==> src/pedf_pkg.sv <==
// Shared package for the prefix edit distance filter
// Holds op codes, register indexes, fsm states and controller/datapath structs
`timescale 1ns / 1ps

package pedf_pkg;

    // default query capacity
    localparam int MAX_QUERY_LEN_DEF = 64;

    // register reset values and the space character
    localparam int          THRESHOLD_RESET = 2;
    localparam logic        SKIP_RESET      = 1'b1;
    localparam logic [7:0]  SPACE_CHAR      = 8'h20;

    // configuration register indexes
    localparam int               CFG_IDX_W     = 1;
    localparam logic [CFG_IDX_W-1:0] CFG_THRESHOLD = 1'b0;
    localparam logic [CFG_IDX_W-1:0] CFG_SKIP      = 1'b1;

    // request op codes
    typedef enum logic [1:0] {
        OP_CLEAR  = 2'd0,
        OP_APPEND = 2'd1,
        OP_CAND   = 2'd2,
        OP_END    = 2'd3
    } op_t;

    // controller states
    typedef enum logic [1:0] {
        ST_IDLE,
        ST_ROW,
        ST_FINISH
    } ctrl_state_t;

    // commands from controller to datapath
    typedef struct packed {
        logic clear_query;
        logic append;
        logic restart;
        logic start_row;
        logic pad;
        logic run;
        logic emit;
    } ctrl_cmd_t;

    // status from datapath to controller
    typedef struct packed {
        logic dropped;
        logic ql_zero;
        logic rows_short;
        logic row_last;
        logic out_free;
    } dp_status_t;

endpackage

==> src/prefix_edit_distance_filter_unit.sv <==
// Top level of the prefix edit distance filter: controller plus datapath
// Depends on pedf_pkg, pedf_ctrl, pedf_datapath (and pedf_ram through it)
//
// Approximate prefix matcher on Levenshtein distance. Load a query with op 0
// (clear) and op 1 (append char), then stream each candidate with op 2 and
// finish it with op 3, which returns distance and is_match (distance below
// match_threshold). A candidate character starts a column sweep that reads
// one cell per cycle from the column ram, which has a registered read port.
// A candidate character that is a skipped space or lies past the query
// length starts no sweep. Op 3 pads a short candidate with mismatch rows up
// to the query length, then waits for the output to free up.
// The column restart after each candidate clears the per-entry valid
// bits, so there is no clearing pass after reset. Configuration is always
// ready and should only be written while the block is idle.
`timescale 1ns / 1ps

module prefix_edit_distance_filter_unit #(
    parameter int  MAX_QUERY_LEN = pedf_pkg::MAX_QUERY_LEN_DEF,
    localparam int LW = $clog2(MAX_QUERY_LEN + 1),
    localparam int TW = $clog2(MAX_QUERY_LEN + 2)
) (
    input  logic                           clk,
    input  logic                           rst_n,
    input  logic                           in_valid,
    output logic                           in_ready,
    input  logic [1:0]                     op,
    input  logic [7:0]                     ch,
    output logic                           out_valid,
    input  logic                           out_ready,
    output logic [LW-1:0]                  distance,
    output logic                           is_match,
    input  logic                           cfg_valid,
    output logic                           cfg_ready,
    input  logic [pedf_pkg::CFG_IDX_W-1:0] cfg_index,
    input  logic [TW-1:0]                  cfg_data
);

    import pedf_pkg::*;

    ctrl_cmd_t  cmd;
    dp_status_t status;

    // controller
    pedf_ctrl u_ctrl (
        .clk      (clk),
        .rst_n    (rst_n),
        .in_valid (in_valid),
        .in_ready (in_ready),
        .op       (op),
        .status   (status),
        .cmd      (cmd)
    );

    // datapath
    pedf_datapath #(
        .MAX_QUERY_LEN (MAX_QUERY_LEN)
    ) u_datapath (
        .clk       (clk),
        .rst_n     (rst_n),
        .ch        (ch),
        .cfg_valid (cfg_valid),
        .cfg_ready (cfg_ready),
        .cfg_index (cfg_index),
        .cfg_data  (cfg_data),
        .out_valid (out_valid),
        .out_ready (out_ready),
        .distance  (distance),
        .is_match  (is_match),
        .cmd       (cmd),
        .status    (status)
    );

endmodule

==> src/pedf_ram.sv <==
// Generic single write port, single read port ram with registered read
// No dependencies
`timescale 1ns / 1ps

module pedf_ram #(
    parameter int WIDTH = 8,
    parameter int DEPTH = 64,
    localparam int AW   = (DEPTH > 1) ? $clog2(DEPTH) : 1
) (
    input  logic             clk,
    input  logic             we,
    input  logic [AW-1:0]    waddr,
    input  logic [WIDTH-1:0] wdata,
    input  logic [AW-1:0]    raddr,
    output logic [WIDTH-1:0] rdata
);

    logic [WIDTH-1:0] mem_reg [DEPTH];
    logic [WIDTH-1:0] rdata_reg;

    // write port
    always_ff @(posedge clk)
    begin
        if (we)
        begin
            mem_reg[waddr] <= wdata;
        end
    end

    // registered read port
    always_ff @(posedge clk)
    begin
        rdata_reg <= mem_reg[raddr];
    end

    assign rdata = rdata_reg;

endmodule

==> src/pedf_datapath.sv <==
// Datapath: config registers, query ram, dp column ram with valid bits,
// one-cell-per-cycle row update and the result register; uses pedf_pkg, pedf_ram
`timescale 1ns / 1ps

module pedf_datapath #(
    parameter int  MAX_QUERY_LEN = pedf_pkg::MAX_QUERY_LEN_DEF,
    localparam int LW = $clog2(MAX_QUERY_LEN + 1),
    localparam int TW = $clog2(MAX_QUERY_LEN + 2)
) (
    input  logic                              clk,
    input  logic                              rst_n,
    input  logic [7:0]                        ch,
    input  logic                              cfg_valid,
    output logic                              cfg_ready,
    input  logic [pedf_pkg::CFG_IDX_W-1:0]    cfg_index,
    input  logic [TW-1:0]                     cfg_data,
    output logic                              out_valid,
    input  logic                              out_ready,
    output logic [LW-1:0]                     distance,
    output logic                              is_match,
    input  pedf_pkg::ctrl_cmd_t               cmd,
    output pedf_pkg::dp_status_t              status
);

    import pedf_pkg::*;

    localparam int AW = (MAX_QUERY_LEN > 1) ? $clog2(MAX_QUERY_LEN) : 1;

    logic [TW-1:0]            thr_reg;
    logic                     skip_reg;
    logic [LW-1:0]            ql_reg;
    logic [LW-1:0]            rows_reg;
    logic [LW-1:0]            k_reg;
    logic [LW-1:0]            left_reg;
    logic [LW-1:0]            diag_reg;
    logic [7:0]               ch_reg;
    logic                     pad_reg;
    logic [MAX_QUERY_LEN-1:0] vld_reg;
    logic                     vld_q_reg;
    logic                     out_valid_reg;
    logic [LW-1:0]            dist_reg;
    logic                     match_reg;

    logic                     cfg_fire;
    logic                     dropped;
    logic                     append_ok;
    logic [AW-1:0]            rd_addr;
    logic [LW-1:0]            k_prev;
    logic [AW-1:0]            wr_addr;
    logic                     cell_we;
    logic [7:0]               qc_q;
    logic [LW-1:0]            dp_q;
    logic [LW-1:0]            above;
    logic                     cost;
    logic [LW:0]              up_sum;
    logic [LW:0]              left_sum;
    logic [LW:0]              diag_sum;
    logic [LW:0]              min_a;
    logic [LW:0]              cell_new;
    logic [LW-1:0]            dist_sel;

    // config write port, always ready
    assign cfg_ready = 1'b1;
    assign cfg_fire  = cfg_valid & cfg_ready;

    always_ff @(posedge clk or negedge rst_n)
    begin
        if (!rst_n)
        begin
            thr_reg  <= TW'(THRESHOLD_RESET);
            skip_reg <= SKIP_RESET;
        end
        else if (cfg_fire)
        begin
            case (cfg_index)
                CFG_THRESHOLD: thr_reg  <= cfg_data;
                CFG_SKIP:      skip_reg <= cfg_data[0];
                default:       thr_reg  <= thr_reg;
            endcase
        end
    end

    // character filtering and query append
    assign dropped   = skip_reg && (ch == SPACE_CHAR);
    assign append_ok = cmd.append && !dropped && (ql_reg < LW'(MAX_QUERY_LEN));

    // addresses: read entry k+1, write entry k
    assign rd_addr = k_reg[AW-1:0];
    assign k_prev  = k_reg - 1'b1;
    assign wr_addr = k_prev[AW-1:0];
    assign cell_we = cmd.run && (k_reg != '0);

    pedf_ram #(
        .WIDTH (8),
        .DEPTH (MAX_QUERY_LEN)
    ) u_query_ram (
        .clk   (clk),
        .we    (append_ok),
        .waddr (ql_reg[AW-1:0]),
        .wdata (ch),
        .raddr (rd_addr),
        .rdata (qc_q)
    );

    pedf_ram #(
        .WIDTH (LW),
        .DEPTH (MAX_QUERY_LEN)
    ) u_col_ram (
        .clk   (clk),
        .we    (cell_we),
        .waddr (wr_addr),
        .wdata (cell_new[LW-1:0]),
        .raddr (rd_addr),
        .rdata (dp_q)
    );

    // cell update: min of above+1, left+1, diag+cost
    assign above    = vld_q_reg ? dp_q : k_reg;
    assign cost     = pad_reg || (qc_q != ch_reg);
    assign up_sum   = {1'b0, above} + 1'b1;
    assign left_sum = {1'b0, left_reg} + 1'b1;
    assign diag_sum = {1'b0, diag_reg} + {{LW{1'b0}}, cost};
    assign min_a    = (up_sum < left_sum) ? up_sum : left_sum;
    assign cell_new = (min_a < diag_sum) ? min_a : diag_sum;

    // query length
    always_ff @(posedge clk or negedge rst_n)
    begin
        if (!rst_n)
        begin
            ql_reg <= '0;
        end
        else if (cmd.clear_query)
        begin
            ql_reg <= '0;
        end
        else if (append_ok)
        begin
            ql_reg <= ql_reg + 1'b1;
        end
    end

    // column valid bits, an invalid entry y reads as y
    always_ff @(posedge clk or negedge rst_n)
    begin
        if (!rst_n)
        begin
            vld_reg   <= '0;
            vld_q_reg <= 1'b0;
        end
        else
        begin
            vld_q_reg <= vld_reg[rd_addr];
            if (cmd.restart)
            begin
                vld_reg <= '0;
            end
            else if (cell_we)
            begin
                vld_reg[wr_addr] <= 1'b1;
            end
        end
    end

    // row bookkeeping and sweep counter
    always_ff @(posedge clk or negedge rst_n)
    begin
        if (!rst_n)
        begin
            rows_reg <= '0;
            k_reg    <= '0;
        end
        else if (cmd.restart)
        begin
            rows_reg <= '0;
        end
        else if (cmd.start_row)
        begin
            rows_reg <= rows_reg + 1'b1;
            k_reg    <= '0;
        end
        else if (cmd.run)
        begin
            k_reg <= k_reg + 1'b1;
        end
    end

    // sweep payload: left, diagonal, row character
    always_ff @(posedge clk)
    begin
        if (cmd.start_row)
        begin
            left_reg <= rows_reg + 1'b1;
            diag_reg <= rows_reg;
            ch_reg   <= ch;
            pad_reg  <= cmd.pad;
        end
        else if (cell_we)
        begin
            left_reg <= cell_new[LW-1:0];
            diag_reg <= above;
        end
    end

    // result register
    assign dist_sel = (ql_reg == '0) ? '0 : left_reg;

    always_ff @(posedge clk or negedge rst_n)
    begin
        if (!rst_n)
        begin
            out_valid_reg <= 1'b0;
        end
        else if (cmd.emit)
        begin
            out_valid_reg <= 1'b1;
        end
        else if (out_ready)
        begin
            out_valid_reg <= 1'b0;
        end
    end

    always_ff @(posedge clk)
    begin
        if (cmd.emit)
        begin
            dist_reg  <= dist_sel;
            match_reg <= (TW'(dist_sel) < thr_reg);
        end
    end

    assign out_valid = out_valid_reg;
    assign distance  = dist_reg;
    assign is_match  = match_reg;

    // status to controller, row_last only meaningful during a sweep
    assign status.dropped    = dropped;
    assign status.ql_zero    = (ql_reg == '0);
    assign status.rows_short = (rows_reg < ql_reg);
    assign status.row_last   = (k_reg == ql_reg);
    assign status.out_free   = !out_valid_reg || out_ready;

    // rows consumed never pass the query length
    a_rows_bound: assert property (@(posedge clk) disable iff (!rst_n)
        rows_reg <= ql_reg)
        else $error("rows consumed exceed query length");

    // cell writes stay inside the query
    a_cell_bound: assert property (@(posedge clk) disable iff (!rst_n)
        cell_we |-> (k_reg <= ql_reg))
        else $error("column write beyond query length");

    // a result never overwrites one still waiting
    a_emit_free: assert property (@(posedge clk) disable iff (!rst_n)
        cmd.emit |-> (!out_valid_reg || out_ready))
        else $error("result loaded while output busy");

endmodule

==> src/pedf_ctrl.sv <==
// Controller fsm: decodes requests and sequences row sweeps and result emission
// Depends on pedf_pkg
`timescale 1ns / 1ps

module pedf_ctrl (
    input  logic                 clk,
    input  logic                 rst_n,
    input  logic                 in_valid,
    output logic                 in_ready,
    input  logic [1:0]           op,
    input  pedf_pkg::dp_status_t status,
    output pedf_pkg::ctrl_cmd_t  cmd
);

    import pedf_pkg::*;

    ctrl_state_t state_reg;
    ctrl_state_t state_next;
    logic        pad_reg;
    logic        pad_next;
    logic        in_fire;
    op_t         op_dec;

    assign in_ready = (state_reg == ST_IDLE);
    assign in_fire  = in_valid && in_ready;
    assign op_dec   = op_t'(op);

    // state and pad flag registers
    always_ff @(posedge clk or negedge rst_n)
    begin
        if (!rst_n)
        begin
            state_reg <= ST_IDLE;
            pad_reg   <= 1'b0;
        end
        else
        begin
            state_reg <= state_next;
            pad_reg   <= pad_next;
        end
    end

    // next state
    always_comb
    begin
        state_next = state_reg;
        pad_next   = pad_reg;
        case (state_reg)
            ST_IDLE:
            begin
                if (in_fire)
                begin
                    case (op_dec)
                        OP_CAND:
                        begin
                            if (!status.dropped && status.rows_short)
                            begin
                                state_next = ST_ROW;
                                pad_next   = 1'b0;
                            end
                        end
                        OP_END:
                        begin
                            if (!status.ql_zero && status.rows_short)
                            begin
                                state_next = ST_ROW;
                                pad_next   = 1'b1;
                            end
                            else
                            begin
                                state_next = ST_FINISH;
                            end
                        end
                        default:
                        begin
                            state_next = ST_IDLE;
                        end
                    endcase
                end
            end
            ST_ROW:
            begin
                if (status.row_last)
                begin
                    if (!pad_reg)
                    begin
                        state_next = ST_IDLE;
                    end
                    else if (!status.rows_short)
                    begin
                        state_next = ST_FINISH;
                    end
                end
            end
            ST_FINISH:
            begin
                if (status.out_free)
                begin
                    state_next = ST_IDLE;
                end
            end
            default:
            begin
                state_next = ST_IDLE;
            end
        endcase
    end

    // commands
    always_comb
    begin
        cmd = '0;
        case (state_reg)
            ST_IDLE:
            begin
                if (in_fire)
                begin
                    case (op_dec)
                        OP_CLEAR:
                        begin
                            cmd.clear_query = 1'b1;
                            cmd.restart     = 1'b1;
                        end
                        OP_APPEND:
                        begin
                            cmd.append  = 1'b1;
                            cmd.restart = 1'b1;
                        end
                        OP_CAND:
                        begin
                            cmd.start_row = !status.dropped && status.rows_short;
                        end
                        OP_END:
                        begin
                            cmd.start_row = !status.ql_zero && status.rows_short;
                            cmd.pad       = 1'b1;
                        end
                        default:
                        begin
                            cmd = '0;
                        end
                    endcase
                end
            end
            ST_ROW:
            begin
                cmd.run = 1'b1;
                if (status.row_last && pad_reg && status.rows_short)
                begin
                    cmd.start_row = 1'b1;
                    cmd.pad       = 1'b1;
                end
            end
            ST_FINISH:
            begin
                if (status.out_free)
                begin
                    cmd.emit    = 1'b1;
                    cmd.restart = 1'b1;
                end
            end
            default:
            begin
                cmd = '0;
            end
        endcase
    end

    // a candidate row sweep hands control back at its last cell
    a_row_to_idle: assert property (@(posedge clk) disable iff (!rst_n)
        (state_reg == ST_ROW && status.row_last && !pad_reg) |=> (state_reg == ST_IDLE))
        else $error("candidate row did not return to idle");

    // a row is only started while rows remain
    a_start_short: assert property (@(posedge clk) disable iff (!rst_n)
        cmd.start_row |-> status.rows_short)
        else $error("row started with no rows left");

endmodule

==> config.mk <==
export PLATFORM = sky130hd
export DESIGN_NAME = prefix_edit_distance_filter_unit
export DESIGN_NICKNAME = d
export VERILOG_FILES = /design/src/pedf_pkg.sv /design/src/prefix_edit_distance_filter_unit.sv /design/src/pedf_ram.sv /design/src/pedf_datapath.sv /design/src/pedf_ctrl.sv
export SDC_FILE = /design/constraint.sdc
export NUM_CORES = 1
export LEC_CHECK = 0
export BUFFER_PORTS_ARGS = -buffer_cell sky130_fd_sc_hd__clkbuf_2
export CORE_AREA = 3 3 277 279
export DETAILED_ROUTE_END_ITERATION = 8
export DIE_AREA = 0 0 280 282
export PLACE_DENSITY = 0.76
export SLEW_MARGIN = 10
export SYNTH_ARGS = -nofsm -noshare
export SYNTH_HDL_FRONTEND = slang
export SYNTH_SLANG_ARGS = --single-unit
==> constraint.sdc <==
create_clock -name clk -period 10.2 [get_ports clk]
set_input_delay 1.53 -clock clk [delete_from_list [all_inputs] [get_ports clk]]
set_output_delay 1.53 -clock clk [all_outputs]
set_load 0.03 [all_outputs]
==> out/summary.txt <==
SYNTH
---------------------------------------------------------------------------------
Leading register cell type out of synthesis                          sky130_fd_sc_hd__edfxtp_1
Share of synthesized flip-flops with an asynchronous set or reset          0.0888
Share of Yosys cell area claimed by the top area cell type                  0.668
Synthesized flop and latch total                                            1,104
Main area contributors after synthesis                               sky130_fd_sc_hd__edfxtp_1, sky130_fd_sc_hd__mux4_2, sky130_fd_sc_hd__dfrtp_1
Netlist cell types                                                             58
Mean post-synth cell area                                                19.7 um2
Nets in the synthesized netlist                                             2,324
Count leader, synth                                                  sky130_fd_sc_hd__edfxtp_1
Share of synthesized area occupied by flip-flops and latches                0.730
Count of flip-flops with a built-in enable after synthesis                    991
Cell types with the highest counts after synthesis                   sky130_fd_sc_hd__edfxtp_1, sky130_fd_sc_hd__mux4_2, sky130_fd_sc_hd__nor2_1, sky130_fd_sc_hd__dfrtp_1
Post-Syn Area                                                          44,600 um2
Top cell type by total area after synthesis                          sky130_fd_sc_hd__edfxtp_1
Instance count of the mapped netlist                                        2,266
Synthesis Warnings                                                              0

DIE
---------------------------------------------------------------------------------
Std-Cell Core Area                                                     74,400 um2
Initial Util                                                                0.599
Die outline area                                                       79,000 um2
DIE HEIGHT                                                                 282 um
I/O pin count                                                                  34
Die Span X                                                                 280 um
Row Count                                                                     100

ROUTING
---------------------------------------------------------------------------------
Met2 wirelength from detailed routing                                   48,700 um
# DRC                                                                           0
Uppermost metal layer occupied by signal nets                                met4
First DRT Iteration DRCs                                                    2,495
Total wirelength of the detailed-routed design                          99,600 um
Post-DRT Antenna Nets                                                           0
Total via count after detailed routing                                     22,524
Routed WL per cell                                                        29.5 um
Number of optimization iterations in the first detailed-route pass              7
M1 WL                                                                   40,200 um
Met3 wirelength from detailed routing                                     8500 um
Vias per Instance                                                            6.66

GLOBAL ROUTE
---------------------------------------------------------------------------------
GRT Residual Overflow                                                           0
Maximum number of pins on one net before global-route repair                  168
Antenna violations before repair                                                2
First-pass GRT wire length                                             150,000 um
Number of global-route vias before repair                                  22,643
Total routing resource utilization after global routing                     0.259

CLOCK TREE
---------------------------------------------------------------------------------
CTS clock-pin slew for the worst setup and hold paths                       60 ps
Cts repair resizes                                                              0
Hold buffer count at CTS                                                        0
Clock latency of the later-clocked register in the worst-skew pair         680 ps
Post-CTS setup buffers                                                          0
Maximum level of the CTS H-tree                                                 3
Root Buffer Master                                                   sky130_fd_sc_hd__clkbuf_16
Clock tree from TritonCTS                                                     yes
Number of buffers created by CTS                                              108
TritonCTS Sinks                                                             1,104
Buffer levels on the longest clock path                                         3

CELLS AND AREA
---------------------------------------------------------------------------------
Area growth from synthesis to final layout                                  10.6%
Largest register FFs                                                          512
Fraction of layout instances using a drive strength above 1                 0.243
Count of inserted antenna diode cells                                           0
Final net count                                                             2,376
Footprint of the flip-flops and latches                                32,500 um2
Area taken by multi-input logic gates                                  11,400 um2
Number of inserted filler cells in the final layout                         4,627

TIMING
---------------------------------------------------------------------------------
Worst clock skew                                                          49.1 ps
Tcrit/Tclk final                                                            0.674
Number of endpoints failing setup at the final stage                            0
Slew at the pin closest to its max-slew limit                             1190 ps
Number of hold violations in the final report                                   0
Minimum clock period after layout                                         6880 ps
Sum of negative setup slack                                                  0 ps
Setup repair after global routing missed its margin                         false
Final Max Slew Viols                                                            0
Upper clock frequency limit                                             0.145 GHz
Worst relative slew slack                                                   0.205

SETUP PATH
---------------------------------------------------------------------------------
Worst reg2reg path depth                                                       15
Critical path startpoint category                                        register
Worst endpoint data arrival time                                          7150 ps
Maximum fanout along the worst path                                            64
Data required time of the worst path                                    10,470 ps
Worst setup path start                                               u_datapath.k_reg[2]
Class of the most critical setup path                                register to register
Startpoint of the worst register-to-register path                    u_datapath.k_reg[2]
Flop2flop setup slack                                                     3320 ps
Capture instance of the worst register-to-register path              u_datapath.u_col_ram.mem_reg[28][0]
Crit path capture type                                                   register

PLACED DESIGN
---------------------------------------------------------------------------------
Estimated wirelength of the detail-placed design                        58,700 um
I/O Buffers                                                                    32
Placer Congestion                                                           0.873

RUN STATUS
---------------------------------------------------------------------------------
Run status                                                           complete, no violations

WORST HOLD PATH
---------------------------------------------------------------------------------
Hold Crit Depth                                                                 1
Worst hold path class                                                register to register
HP Start                                                             u_datapath.vld_reg[26]
Hold EP                                                              u_datapath.vld_reg[26]

FLOW RUN
---------------------------------------------------------------------------------
Max-cap violations                                                              0

[metal layers]
metal / vias up / track usage
met4: 0 / 0.0666
met2: 1205 / 0.411
met5: - / 0
met3: 159 / 0.0444
met1: 11897 / 0.384
li1: 9263 / -
[per-stage QoR]
stage / utilization / instance area, um2 / hold WS (ps) / setup slack (ps) / instances
6_report: 0.662 / 49300 / 487 / 3320 / 3380
5_1_grt: 0.662 / 49300 / 510 / 2820 / 3380
4_1_cts: 0.662 / 49300 / 489 / 3440 / 3380
3_5_place_dp: 0.614 / 45700 / 480 / 3420 / 3177
3_3_place_gp: 0.614 / 45700 / 467 / 3570 / 3177
2_1_floorplan: - / 44600 / 457 / 3400 / 2266
[layout by cell type, fill, tap and decap left out, drive strengths merged, types with 14 or more instances in the layout]
cell and instances:
xor2 18, clkbuf 158, nor2 251, inv 35, ha 35, nand3 31, o21ai 29, a21oi 60
mux4 336, edfxtp 991, clkinv 59, o21a 18, xnor2 28, buf 29, and2 14, dfxtp 15
dfrtp 96, nand2 54
[logic make-up (layout without fill, tap and decap cells)]
kind of cell,after synthesis,count (layout),share of synthesized area
flops,1104,1104,0.730
simple gates,430,430,0.0427
mux,354,354,0.174
buf+inv,151,296,0.0148
compound gates,145,145,0.0199
xor+xnor,46,46,0.00904
fa+ha+maj,35,35,0.00983
other cells,1,1,0.0000842
[how the worst max path moves through the flow]
stage                                               end  slack (ps)  depth (start not counted)
floorplan            u_datapath.u_col_ram.mem_reg[0][2]        3400                         20
global placement    u_datapath.u_col_ram.mem_reg[44][0]        3570                         17
detailed placement  u_datapath.u_col_ram.mem_reg[32][0]        3420                         17
CTS                 u_datapath.u_col_ram.mem_reg[28][0]        3440                         17
global route        u_datapath.u_col_ram.mem_reg[28][0]        2820                         17
finish              u_datapath.u_col_ram.mem_reg[28][0]        3320                         15
[critical path, stage by stage, from the launching register on]
cell,delay (ps)
sky130_fd_sc_hd__dfrtp_4,930
sky130_fd_sc_hd__nand4b_1,260
sky130_fd_sc_hd__nand2_1,170
sky130_fd_sc_hd__inv_1,60
sky130_fd_sc_hd__a2111oi_0,720
sky130_fd_sc_hd__ha_1,400
sky130_fd_sc_hd__a21oi_1,180
sky130_fd_sc_hd__o21ai_0,250
sky130_fd_sc_hd__nor3_2,630
sky130_fd_sc_hd__mux2i_1,360
sky130_fd_sc_hd__ha_1,300
sky130_fd_sc_hd__a211oi_1,220
sky130_fd_sc_hd__nor2_1,90
sky130_fd_sc_hd__nor3_1,350
sky130_fd_sc_hd__nand2_1,390
sky130_fd_sc_hd__mux2_2,1110
[area by class of cell]
cell class,count,area share
Clock buffer,127,0.0581
Clock inverter,76,0.0148
Inverter,33,0.00251
Multi-Input combinational cell,1011,0.232
Sequential cell,1104,0.660
Tap cell,969,0.0246
Timing Repair Buffer,60,0.00807
Power is not shown: default switching activity piles up to over one toggle a cycle in this logic, so the estimate is an artifact.
